<file path="src/rtl/core/keypad_code_lock_defines.svh">
// Assertion macros shared by the keypad code lock RTL.
`ifndef KEYPAD_CODE_LOCK_DEFINES_SVH
`define KEYPAD_CODE_LOCK_DEFINES_SVH

`ifndef SYNTHESIS
`define KCL_ASSERT(label, clk, rst, cond, msg) \
  label: assert property (@(posedge clk) disable iff (rst) (cond)) else $error(msg);
`define KCL_ASSERT_IMPLY(label, clk, rst, ante, cons, msg) \
  label: assert property (@(posedge clk) disable iff (rst) (ante) |-> (cons)) else $error(msg);
`else
`define KCL_ASSERT(label, clk, rst, cond, msg)
`define KCL_ASSERT_IMPLY(label, clk, rst, ante, cons, msg)
`endif

`endif

</file>
<file path="src/rtl/core/kcl_pkg.sv">
// Types and constants of the keypad code lock.
package kcl_pkg;

  typedef enum logic [2:0] {
    OUT_IGNORED = 3'd0,
    OUT_STORED  = 3'd1,
    OUT_CLEARED = 3'd2,
    OUT_CHANGE  = 3'd3,
    OUT_CORRECT = 3'd4,
    OUT_WRONG   = 3'd5,
    OUT_LOCKED  = 3'd6,
    OUT_CHANGED = 3'd7
  } outcome_t;

  localparam logic [7:0] KEY_NONE   = 8'h00;
  localparam logic [7:0] KEY_CLEAR  = 8'h2A;
  localparam logic [7:0] KEY_CHANGE = 8'h23;
  localparam logic [7:0] CHAR_ONE   = 8'h31;

  localparam logic [3:0] FAIL_SAT     = 4'hF;
  localparam logic [3:0] MAX_FAIL_RST = 4'd3;

  typedef struct packed {
    outcome_t   outcome;
    logic       is_unlocked;
    logic       is_locked_out;
    logic       in_change_mode;
    logic [2:0] chars_entered;
    logic [3:0] failures;
  } result_t;

endpackage

</file>
<file path="src/rtl/core/kcl_if.sv">
// Handshake interfaces for key items and result items.
interface kcl_key_if;
  logic       valid;
  logic       ready;
  logic       action;
  logic [7:0] key_code;

  modport source (output valid, output action, output key_code, input ready);
  modport sink (input valid, input action, input key_code, output ready);
endinterface

interface kcl_result_if;
  logic       valid;
  logic       ready;
  logic [2:0] outcome;
  logic       is_unlocked;
  logic       is_locked_out;
  logic       in_change_mode;
  logic [2:0] chars_entered;
  logic [3:0] failures;

  modport source (
    output valid, output outcome, output is_unlocked, output is_locked_out,
    output in_change_mode, output chars_entered, output failures, input ready
  );
  modport sink (
    input valid, input outcome, input is_unlocked, input is_locked_out,
    input in_change_mode, input chars_entered, input failures, output ready
  );
endinterface

</file>
<file path="src/rtl/core/kcl_core.sv">
// Lock state registers and the combinational next-state update for one key item.
`include "keypad_code_lock_defines.svh"

module kcl_core #(
  parameter int CODE_LEN = 4
) (
  input  logic            clk,
  input  logic            rst,
  input  logic            accept,
  input  logic            action,
  input  logic [7:0]      key_code,
  input  logic            cfg_we,
  input  logic [3:0]      cfg_data,
  output kcl_pkg::result_t result
);
  import kcl_pkg::*;

  localparam int CW = $clog2(CODE_LEN + 1);
  localparam logic [CW-1:0] FULL = CW'(CODE_LEN);

  logic [CODE_LEN-1:0][7:0] stored_code;
  logic [CODE_LEN-1:0][7:0] stored_code_next;
  logic [CODE_LEN-1:0][7:0] entry_chars;
  logic [CODE_LEN-1:0][7:0] full_entry;
  logic [CW-1:0]            entry_count;
  logic [CW-1:0]            entry_count_next;
  logic [CW-1:0]            count_inc;
  logic [3:0]               fail_counter;
  logic [3:0]               fail_counter_next;
  logic [3:0]               fail_inc;
  logic                     unlock_flag;
  logic                     unlock_flag_next;
  logic                     lockout_flag;
  logic                     lockout_flag_next;
  logic                     change_flag;
  logic                     change_flag_next;
  logic [3:0]               max_failures;
  logic                     entry_we;
  logic                     code_we;
  outcome_t                 outcome;

  always_comb begin
    full_entry = entry_chars;
    full_entry[CODE_LEN-1] = key_code;
  end

  assign count_inc = entry_count + CW'(1);
  assign fail_inc  = (fail_counter == FAIL_SAT) ? fail_counter : fail_counter + 4'd1;

  always_comb begin
    entry_count_next  = entry_count;
    fail_counter_next = fail_counter;
    unlock_flag_next  = unlock_flag;
    lockout_flag_next = lockout_flag;
    change_flag_next  = change_flag;
    stored_code_next  = stored_code;
    entry_we          = 1'b0;
    code_we           = 1'b0;
    outcome           = OUT_IGNORED;
    priority if (action || (key_code == KEY_CLEAR)) begin
      entry_count_next  = '0;
      fail_counter_next = '0;
      unlock_flag_next  = 1'b0;
      lockout_flag_next = 1'b0;
      change_flag_next  = 1'b0;
      outcome           = OUT_CLEARED;
    end else if ((key_code == KEY_NONE) || lockout_flag) begin
      outcome = OUT_IGNORED;
    end else if (key_code == KEY_CHANGE) begin
      change_flag_next = 1'b1;
      entry_count_next = '0;
      outcome          = OUT_CHANGE;
    end else if (entry_count >= FULL) begin
      outcome = OUT_IGNORED;
    end else if (count_inc < FULL) begin
      entry_we         = 1'b1;
      entry_count_next = count_inc;
      outcome          = OUT_STORED;
    end else if (change_flag) begin
      entry_we          = 1'b1;
      code_we           = 1'b1;
      stored_code_next  = full_entry;
      entry_count_next  = '0;
      fail_counter_next = '0;
      unlock_flag_next  = 1'b0;
      lockout_flag_next = 1'b0;
      change_flag_next  = 1'b0;
      outcome           = OUT_CHANGED;
    end else if (full_entry == stored_code) begin
      entry_we          = 1'b1;
      entry_count_next  = count_inc;
      unlock_flag_next  = 1'b1;
      fail_counter_next = '0;
      outcome           = OUT_CORRECT;
    end else begin
      entry_we          = 1'b1;
      entry_count_next  = '0;
      unlock_flag_next  = 1'b0;
      fail_counter_next = fail_inc;
      if (fail_inc >= max_failures) begin
        lockout_flag_next = 1'b1;
        outcome           = OUT_LOCKED;
      end else begin
        outcome = OUT_WRONG;
      end
    end
  end

  always_comb begin
    result.outcome        = outcome;
    result.is_unlocked    = unlock_flag_next;
    result.is_locked_out  = lockout_flag_next;
    result.in_change_mode = change_flag_next;
    result.chars_entered  = 3'(entry_count_next);
    result.failures       = fail_counter_next;
  end

  always_ff @(posedge clk) begin
    if (rst) begin
      entry_count  <= '0;
      fail_counter <= '0;
      unlock_flag  <= 1'b0;
      lockout_flag <= 1'b0;
      change_flag  <= 1'b0;
    end else if (accept) begin
      entry_count  <= entry_count_next;
      fail_counter <= fail_counter_next;
      unlock_flag  <= unlock_flag_next;
      lockout_flag <= lockout_flag_next;
      change_flag  <= change_flag_next;
    end
  end

  always_ff @(posedge clk) begin
    if (rst) begin
      max_failures <= MAX_FAIL_RST;
    end else if (cfg_we) begin
      max_failures <= cfg_data;
    end
  end

  for (genvar i = 0; i < CODE_LEN; i++) begin : g_chars
    localparam logic [7:0] RST_CHAR = 8'(CHAR_ONE + (i % 10));

    always_ff @(posedge clk) begin
      if (rst) begin
        stored_code[i] <= RST_CHAR;
      end else if (accept && code_we) begin
        stored_code[i] <= stored_code_next[i];
      end
    end

    always_ff @(posedge clk) begin
      if (accept && entry_we && (entry_count == CW'(i))) begin
        entry_chars[i] <= key_code;
      end
    end
  end

  `KCL_ASSERT(a_count_range, clk, rst, entry_count <= FULL, "entry count beyond code length")
  `KCL_ASSERT_IMPLY(a_lockout_fail, clk, rst, lockout_flag, fail_counter != 4'd0, "lockout without failures")
  `KCL_ASSERT_IMPLY(a_unlock_excl, clk, rst, unlock_flag, !lockout_flag, "unlocked while locked out")

endmodule

</file>
<file path="src/rtl/core/kcl_skid.sv">
// Two-entry result buffer that decouples the lock update from the result channel.
`include "keypad_code_lock_defines.svh"

module kcl_skid (
  input  logic             clk,
  input  logic             rst,
  input  logic             in_valid,
  input  kcl_pkg::result_t in_data,
  output logic             up_ready,
  output logic             out_valid,
  input  logic             out_ready,
  output kcl_pkg::result_t out_data
);
  import kcl_pkg::*;

  logic    skid_valid;
  result_t skid_data;
  logic    stalled;
  logic    accept;

  assign up_ready = !skid_valid;
  assign accept   = in_valid && up_ready;
  assign stalled  = out_valid && !out_ready;

  always_ff @(posedge clk) begin
    if (rst) begin
      out_valid  <= 1'b0;
      skid_valid <= 1'b0;
    end else if (stalled) begin
      if (accept) begin
        skid_valid <= 1'b1;
      end
    end else if (skid_valid) begin
      out_valid  <= 1'b1;
      skid_valid <= 1'b0;
    end else begin
      out_valid <= accept;
    end
  end

  always_ff @(posedge clk) begin
    if (stalled) begin
      if (accept) begin
        skid_data <= in_data;
      end
    end else if (skid_valid) begin
      out_data <= skid_data;
    end else if (accept) begin
      out_data <= in_data;
    end
  end

  `KCL_ASSERT_IMPLY(a_skid_order, clk, rst, skid_valid, out_valid, "buffered item with empty output")
  `KCL_ASSERT_IMPLY(a_no_drop, clk, rst, stalled && skid_valid, !accept, "item accepted with buffer full")

endmodule

</file>
<file path="src/rtl/core/keypad_code_lock.sv">
// Top level of the keypad code lock.
// A result item is registered when its key item is accepted. One key item per
// cycle while no item waits in the skid entry; the two-entry buffer keeps input
// ready for one more item while a result waits to be taken.
// Reset: synchronous; clears entry, flags and failures, loads code "1234" and a
// failure limit of 3. No further start-up cycles are needed.
module keypad_code_lock #(
  parameter int CODE_LEN = 4
) (
  input  logic       clk,
  input  logic       rst,
  kcl_key_if.sink    keys,
  kcl_result_if.source result,
  input  logic       max_failures_we,
  input  logic [3:0] max_failures_wdata
);
  import kcl_pkg::*;

  logic    accept;
  logic    up_ready;
  result_t core_result;
  result_t buf_result;

  assign keys.ready = up_ready;
  assign accept     = keys.valid && up_ready;

  kcl_core #(
    .CODE_LEN (CODE_LEN)
  ) u_core (
    .clk      (clk),
    .rst      (rst),
    .accept   (accept),
    .action   (keys.action),
    .key_code (keys.key_code),
    .cfg_we   (max_failures_we),
    .cfg_data (max_failures_wdata),
    .result   (core_result)
  );

  kcl_skid u_skid (
    .clk       (clk),
    .rst       (rst),
    .in_valid  (accept),
    .in_data   (core_result),
    .up_ready  (up_ready),
    .out_valid (result.valid),
    .out_ready (result.ready),
    .out_data  (buf_result)
  );

  assign result.outcome        = buf_result.outcome;
  assign result.is_unlocked    = buf_result.is_unlocked;
  assign result.is_locked_out  = buf_result.is_locked_out;
  assign result.in_change_mode = buf_result.in_change_mode;
  assign result.chars_entered  = buf_result.chars_entered;
  assign result.failures       = buf_result.failures;

endmodule
</file>
<file path="src/flat_wrapper.sv">
// flat-port wrapper written by rule: the top's interface ports become plain ports
module keypad_code_lock_flat import kcl_pkg::*;
#(
  parameter int CODE_LEN = 4
)
  (clk, rst, max_failures_we, max_failures_wdata, keys_valid, keys_action, keys_key_code, keys_ready, result_valid, result_outcome, result_is_unlocked, result_is_locked_out, result_in_change_mode, result_chars_entered, result_failures, result_ready);
  kcl_key_if keys_i ();
  kcl_result_if result_i ();
  input  logic clk;
  input  logic rst;
  input  logic max_failures_we;
  input  logic [3:0] max_failures_wdata;
  input wire logic [$bits(keys_i.valid)-1:0] keys_valid;
  input wire logic [$bits(keys_i.action)-1:0] keys_action;
  input wire logic [$bits(keys_i.key_code)-1:0] keys_key_code;
  output wire logic [$bits(keys_i.ready)-1:0] keys_ready;
  output wire logic [$bits(result_i.valid)-1:0] result_valid;
  output wire logic [$bits(result_i.outcome)-1:0] result_outcome;
  output wire logic [$bits(result_i.is_unlocked)-1:0] result_is_unlocked;
  output wire logic [$bits(result_i.is_locked_out)-1:0] result_is_locked_out;
  output wire logic [$bits(result_i.in_change_mode)-1:0] result_in_change_mode;
  output wire logic [$bits(result_i.chars_entered)-1:0] result_chars_entered;
  output wire logic [$bits(result_i.failures)-1:0] result_failures;
  input wire logic [$bits(result_i.ready)-1:0] result_ready;
  assign keys_i.valid = keys_valid;
  assign keys_i.action = keys_action;
  assign keys_i.key_code = keys_key_code;
  assign keys_ready = keys_i.ready;
  assign result_valid = result_i.valid;
  assign result_outcome = result_i.outcome;
  assign result_is_unlocked = result_i.is_unlocked;
  assign result_is_locked_out = result_i.is_locked_out;
  assign result_in_change_mode = result_i.in_change_mode;
  assign result_chars_entered = result_i.chars_entered;
  assign result_failures = result_i.failures;
  assign result_i.ready = result_ready;
  keypad_code_lock #(.CODE_LEN(CODE_LEN)) u_core (.clk(clk), .rst(rst), .keys(keys_i), .result(result_i), .max_failures_we(max_failures_we), .max_failures_wdata(max_failures_wdata));
endmodule
</file>
<file path="config.mk">
export PLATFORM = sky130hd
export DESIGN_NAME = keypad_code_lock_flat
export DESIGN_NICKNAME = d
export VERILOG_FILES = /design/src/rtl/core/kcl_pkg.sv /design/src/rtl/core/kcl_if.sv /design/src/rtl/core/kcl_core.sv /design/src/rtl/core/kcl_skid.sv /design/src/rtl/core/keypad_code_lock.sv /design/src/flat_wrapper.sv
export VERILOG_INCLUDE_DIRS = /design/src /design/src/rtl/core
export SDC_FILE = /design/constraint.sdc
export NUM_CORES = 1
export LEC_CHECK = 0
export ABC_AREA = 1
export ABC_CLOCK_PERIOD_IN_PS = 6400
export BUFFER_PORTS_ARGS = -buffer_cell sky130_fd_sc_hd__buf_2
export CORE_MARGIN = 4
export CORE_UTILIZATION = 49
export CTS_CLUSTER_SIZE = 20
export DETAILED_ROUTE_END_ITERATION = 10
export PLACE_DENSITY = 0.66
export REMOVE_ABC_BUFFERS = 1
export SYNTH_ARGS = -nofsm -noshare
export SYNTH_HDL_FRONTEND = slang
export SYNTH_SLANG_ARGS = --single-unit
</file>
<file path="constraint.sdc">
create_clock -name clk -period 6.4 [get_ports clk]
set_clock_uncertainty 0.1 [all_clocks]
set_input_delay 0.64 -clock clk [delete_from_list [all_inputs] [get_ports clk]]
set_output_delay 0.64 -clock clk [all_outputs]
set_load 0.05 [all_outputs]
</file>
======== After elaboration in Yosys (flattened, before gate mapping) ========
Index checks and enable logic that the tools add are counted.
storage, ports and cells
  input port bits ......................... 18
  register bits after elaboration ......... 98
  output and inout port bits .............. 15
  logic and storage cells ................. 119
cells by class
  multiplexer cells ....................... 56
  $lt $le $gt $ge ......................... 3
  reductions and logical operators ........ 19
  add/subtract/negate cells ............... 2
  equality and inequality tests ........... 6
  bitwise gates (word level) .............. 6
operator list
  kind                                               number
  2-to-1 mux 3 bit                                   12
  == test 32 bit                                     1
  2-to-1 mux 4 bit                                   8
  2-to-1 mux 1 bit                                   31
  2-to-1 mux 13 bit                                  2
  == test 8 x 6 -> 1 bit, second input constant      2
  logical AND 1 bit                                  8
  logical NOT 8 bit                                  1
  AND reduction 7 bit                                1
  2-to-1 mux 2 bit                                   3
  inverter 1 bit                                     6
  adder 4 x 1 -> 4 bit, second input constant        1
  == test 4 bit, second input constant               1
  >= comparator 4 bit                                1
  AND reduction 2 bit                                2
  adder 3 x 1 -> 3 bit, second input constant        1
  == test 3 x 1 -> 1 bit, second input constant      1
  == test 3 x 2 -> 1 bit, second input constant      1
  >= comparator 3 bit, second input constant         1
  logical NOT 3 bit                                  1
  less-than comparator 3 bit, second input constant  1
  logical NOT 1 bit                                  2
  logical OR 1 bit                                   2
  nonzero test 2 bit                                 1
  OR reduction 2 bit                                 1

======== Longest topological paths before layout ========
  depth after elaboration ................. 13
  mapped depth ............................ 18
  depth with buffers taken out ............ 18

======== Modules after synthesis ========
From an unflattened synthesis, not the netlist that was laid out.
second synthesis, totals
  cells, all modules ...................... 515
  area total of the unflattened synthesis .. 4616.9 µm²
by module, submodules not included
  module            area an instance (µm²)  instances  sequential area each (µm²)  cells an instance
  kcl_core          3545.9                  1          1641.6                      432
  kcl_skid          1063.5                  1          820.8                       81
  keypad_code_lock  7.5                     1          0.0                         2

======== Worst setup path before layout ========
OpenSTA, ideal clock, no wires.
  kind .................................... register -> register
  start point ............................. register u_core.u_core.fail_counter[0]
  end point ............................... register u_core.u_skid.out_data[8] (netlist bit), data pin
  arrival ................................. 2.128 ns
  clock period less this slack ............ 2.495 ns
  setup time .............................. 0.268 ns
  required time ........................... 6.032 ns
  slack ................................... 3.905 ns
  buffers on the path ..................... 0
  stages on the path, launching flop included .. 17
  cells stage by stage .................... dfxtp_1 -> ha_1 -> nand2_1 -> nor2_1 -> inv_1 -> o21ai_0 -> ha_1 -> inv_1 -> nor2_1 -> o21ai_0 -> nand2_1 -> a31oi_1 -> nand3b_1 -> nand3b_1 -> nand2_1 -> nand2_1 -> o21ai_0
between the ends
  longest elaborated chain between the ends .. 13
  elaborated cells between the ends (all ways) .. 14
  those cells by class .................... add/sub: 1; order compare: 1; eq/ne: 1; mux: 11
RTL lines
  element                                                line             RTL
  from (decl)                                            kcl_core.sv:28   logic [3:0] fail_counter;
  from (signal assigned)                                 kcl_core.sv:127  fail_counter <= fail_counter_next;
  adder 4 x 1 -> 4 bit or == test 4 bit (tied branches)  kcl_core.sv:48   assign fail_inc = (fail_counter == FAIL_SAT) ? fail_counter : fail_counter + 4'd1;
  2-to-1 mux 4 bit (*)                                   kcl_core.sv:48
  >= comparator 4 bit (*)                                kcl_core.sv:100  if (fail_inc >= max_failures) begin
  2-to-1 mux 1 bit (*)                                   kcl_core.sv:100
  2-to-1 mux 1 bit (*)                                   kcl_core.sv:89   end else if (full_entry == stored_code) begin
  2-to-1 mux 1 bit (*)                                   kcl_core.sv:79   end else if (change_flag) begin
  2-to-1 mux 1 bit (*)                                   kcl_core.sv:75   end else if (count_inc < FULL) begin
  2-to-1 mux 1 bit (*)                                   kcl_core.sv:73   end else if (entry_count >= FULL) begin
  2-to-1 mux 1 bit (*)                                   kcl_core.sv:69   end else if (key_code == KEY_CHANGE) begin
  2-to-1 mux 1 bit (*)                                   kcl_core.sv:67   end else if ((key_code == KEY_NONE) || lockout_flag) begin
  2-to-1 mux 1 bit (*)                                   kcl_core.sv:60   priority if (action || (key_code == KEY_CLEAR)) begin
  2-to-1 mux 13 bit (*)                                  kcl_skid.sv:48   end else if (accept) begin
  2-to-1 mux 13 bit (*)                                  kcl_skid.sv:46   end else if (skid_valid) begin
  to (signal assigned)                                   kcl_skid.sv:47   out_data <= skid_data;
  to (signal assigned)                                   kcl_skid.sv:49   out_data <= in_data;
  to (decl)                                              kcl_skid.sv:12   output kcl_pkg::result_t out_data
Mark *: on every way between the ends. The rest lies on a longest branch, timed or not. The select of a mux whose other input is x is not followed.
A chain may end at the register's enable or synchronous reset.

======== Worst setup path in the final report ========
Ends and elaborated chain as after synthesis.

==> impl_metrics.tcl <==
set metrics [dict create \
    power_switching_mw 0.314 \
    dieArea_um2 10800 \
    cts-resized-gates 0 \
    coreArea_um2 8810 \
    cts_buffer_depth 2 \
    synth_edf_count 50 \
    slew_violations 0 \
    synth-seq-cells 98 \
    syn_avg_cell_area_um2 8.83 \
    tightestPinTransition_ns 1.08 \
    layout.cells.non_filler 652 \
    overflow 0 \
    status "finished, final reports clean" \
    holdPathStages 2 \
    cts_buffers 9 \
    cts_tree "yes" \
    critical_path_buf_inv_count 2 \
    antenna_found_initial 1 \
    drt_iter0_drc 143 \
    synth_top_area_cell "edfxtp_1" \
    yosysWarnings 0 \
    synth.most_common_cell "nand2_1" \
    max_stage_delay_ns 0.40 \
    num_vias 3250 \
    rsz0062_at_grt "no" \
    grt_max_degree 41 \
    finalPower_mw 1.24 \
    ys_types 33 \
    crit_required_ns 6.39 \
    synthToLayoutAreaGrowth_pct 9.44 \
    critPathLaunch "u_core.u_core.fail_counter[0]" \
    hold_buffers 0 \
    async_flop_share_pct 0 \
    crit_type "flop to flop" \
    io_pins 33 \
    hold_viol_final 0 \
    synth_flop_cell "edfxtp_1" \
    critPathCaptureType "flop" \
    switching_share_pct 25.3 \
    max_cap_violations 0 \
    max_freq_mhz 322 \
    htreeDepth 3 \
    ir_drop_v 0.000129 \
    dpl.cell_count 636 \
    crit_path_cell_trace "ha_1 -> nand2_1 -> nor2_1 -> inv_1 -> o21ai_0 -> ha_1 -> inv_1 -> nor2_1 -> o21ai_0 -> nand2_1 -> a31oi_1 -> nand3b_1 -> nand3b_1 -> nand2_1 -> nand2_1 -> o21ai_0" \
    clkTransAtPathRegs_ns 0.09 \
    fin_crit_ns 3.10 \
    fin_crit_sh_pct 48.5 \
    layout.nets 566 \
    min-delay-start "u_core.u_core.max_failures[2]" \
    hold_path_end "u_core.u_core.max_failures[2]" \
    start_util_pct 51.0 \
    gp_congestion 0.832 \
    grt_first_pass_wirelength_mm 14.1 \
    regToRegSetupSlack_ns 3.30 \
    setup_viol 0 \
    drive_gt1_share_pct 12.7 \
    power_frac_comb_pct 11.0 \
    insertion_delay_ns 0.36 \
    cts.sinks 98 \
    fillers 751 \
    cp_max_fo 4 \
    cp_slowest_cell "dfxtp_1" \
    fin_setup_tns_ns 0 \
    first_pass_iters 5 \
    rr_startpoint "u_core.u_core.fail_counter[0]" \
    yosys-top-cells-count "nand2_1 (155), inv_1 (62), edfxtp_1 (50), dfxtp_1 (48)" \
    reg2reg_to "u_core.u_skid.out_data[8]" \
    grt_pass1_vias 2934 \
    io_buffers 32 \
    clkPwrFrac_pct 32.8 \
    crit_path_start_kind "flop" \
    synth-seq-area-share_pct 54.8 \
    ys_top_cells_by_area "edfxtp_1 (33%), dfxtp_1 (21%), nand2_1 (13%)" \
    worstHoldPathType "flop to flop" \
    wl_mm 8.46 \
    std_cell_rows 34 \
    cp.depth 16 \
    drcViolationCount 0 \
    ant_nets 0 \
    die_h_um 104 \
    grt.total_usage_pct 16.2 \
    synth_area_um2 4490 \
    critPathMostFrequentCell "nand2_1" \
    cts_root_buf "clkbuf_8" \
    crit_family "simple AND/OR/NAND/NOR gates" \
    power.density_nw_per_um2 252 \
    avgRoutedWirePerCell_um 13.0 \
    reg2regPathDepth 16 \
    crit_arrival_ns 3.09 \
    diodes 0 \
    die_width_um 104 \
    max_slew_margin_pct 27.9 \
    syn_inst 509 \
    p_seq_share_pct 56.1 \
    leakagePower_nw 2.14 \
    synth_top_cell_area_share_pct 33.4 \
    viasPerCell 4.98 \
    p_int_mw 0.925 \
    dpl.hpwl_mm 6.03 \
    postCtsSetupRepairBufs 0 \
]
-- cells by family (layout without fill, tap and decap cells) --
group,count (synthesis),after routing,synth area share (%)
AND/OR/NAND/NOR,218,218,19.9
flip-flops,98,98,54.8
buffers and inverters,80,115,7.43
AO/OA/AOI/OAI,78,78,10.3
XOR/XNOR,26,26,5.07
adder cells (fa/ha/maj),9,9,2.51
-- layer usage --
metal  wire [µm]  GRT usage, %
met5           9             0
met1        4130          22.6
met4         117          6.36
met3         403          2.99
met2        3790          25.0
-- worst register-to-register path, delay by kind of cell (launching register included) --
kind | cells | cell delay, ns
buffers and inverters | 2 | 0.16
AO/OA/AOI/OAI | 4 | 0.79
adder cells (fa/ha/maj) | 2 | 0.53
flip-flops | 1 | 0.40
AND/OR/NAND/NOR | 8 | 0.86
-- area by class of cell --
class	instances	area, µm²	area share [%]
clock inverters	4	51.3	1.04
clock buffers	12	155	3.15
repair buffers	33	168	3.41
flip-flops and latches	98	2460	50.1
inverters	66	249	5.06
well taps	108	135	2.75
multi-input cells	331	1700	34.5
-- flip-flops by register name, indices dropped and copies added, names as in the netlist, 3 cells and up --
| register | cells |
|---|---|
| u_core.u_core.entry_chars | 24 |
| u_core.u_core.max_failures | 4 |
| u_core.u_core.entry_count | 3 |
| u_core.u_skid.out_data | 13 |
| u_core.u_skid.skid_data | 13 |
| u_core.u_core.fail_counter | 4 |
| u_core.u_core.stored_code | 32 |
-- how the worst max path moves through the flow --
stage / endpoint / slack [ns]
after CTS: u_core.u_core.stored_code[25] / 3.32
after floorplan: u_core.u_core.stored_code[25] / 3.81
after global placement: u_core.u_core.stored_code[25] / 3.09
final: u_core.u_skid.out_data[8] / 3.30
after detailed placement: u_core.u_core.stored_code[25] / 2.94
after global routing: u_core.u_skid.out_data[8] / 3.02
-- power groups by stage --
stage,logic [mW],clock network [mW],registers (mW)
5_1_grt,0.153,0.441,0.698
4_1_cts,0.138,0.417,0.695
2_1_floorplan,0.0705,0,0.735
6_report,0.137,0.407,0.695
3_5_place_dp,0.137,0,0.710
3_3_place_gp,0.134,0,0.709
-- placed cells by master (no fill, tap or decap), types with 2 or more instances in the layout --
| cell | count |
|---|---|
| nor2_1 | 34 |
| o211ai_2 | 5 |
| nor3_1 | 2 |
| inv_1 | 62 |
| clkinv_2 | 2 |
| inv_2 | 2 |
| ha_1 | 9 |
| edfxtp_1 | 50 |
| nand2_1 | 155 |
| o21ai_1 | 6 |
| a21oi_1 | 34 |
| buf_2 | 32 |
| xnor2_1 | 25 |
| dfxtp_1 | 48 |
| a21oi_2 | 3 |
| nand3_1 | 18 |
| o21ai_0 | 24 |
| o21ai_2 | 3 |
| nand3b_1 | 2 |
| a31oi_1 | 2 |
| clkbuf_8 | 11 |
-- stage by stage --
step           hold WS, ns  utilization, %  area [µm²]  worst slack, ns
2_1_floorplan        0.335               -        4410             3.81
3_3_place_gp         0.359            53.5        4710             3.09
3_5_place_dp         0.359            53.5        4710             2.94
4_1_cts              0.380            55.9        4920             3.32
5_1_grt              0.389            55.9        4920             3.02
6_report             0.372            55.9        4920             3.30
Power figures use the tool's default switching activity.
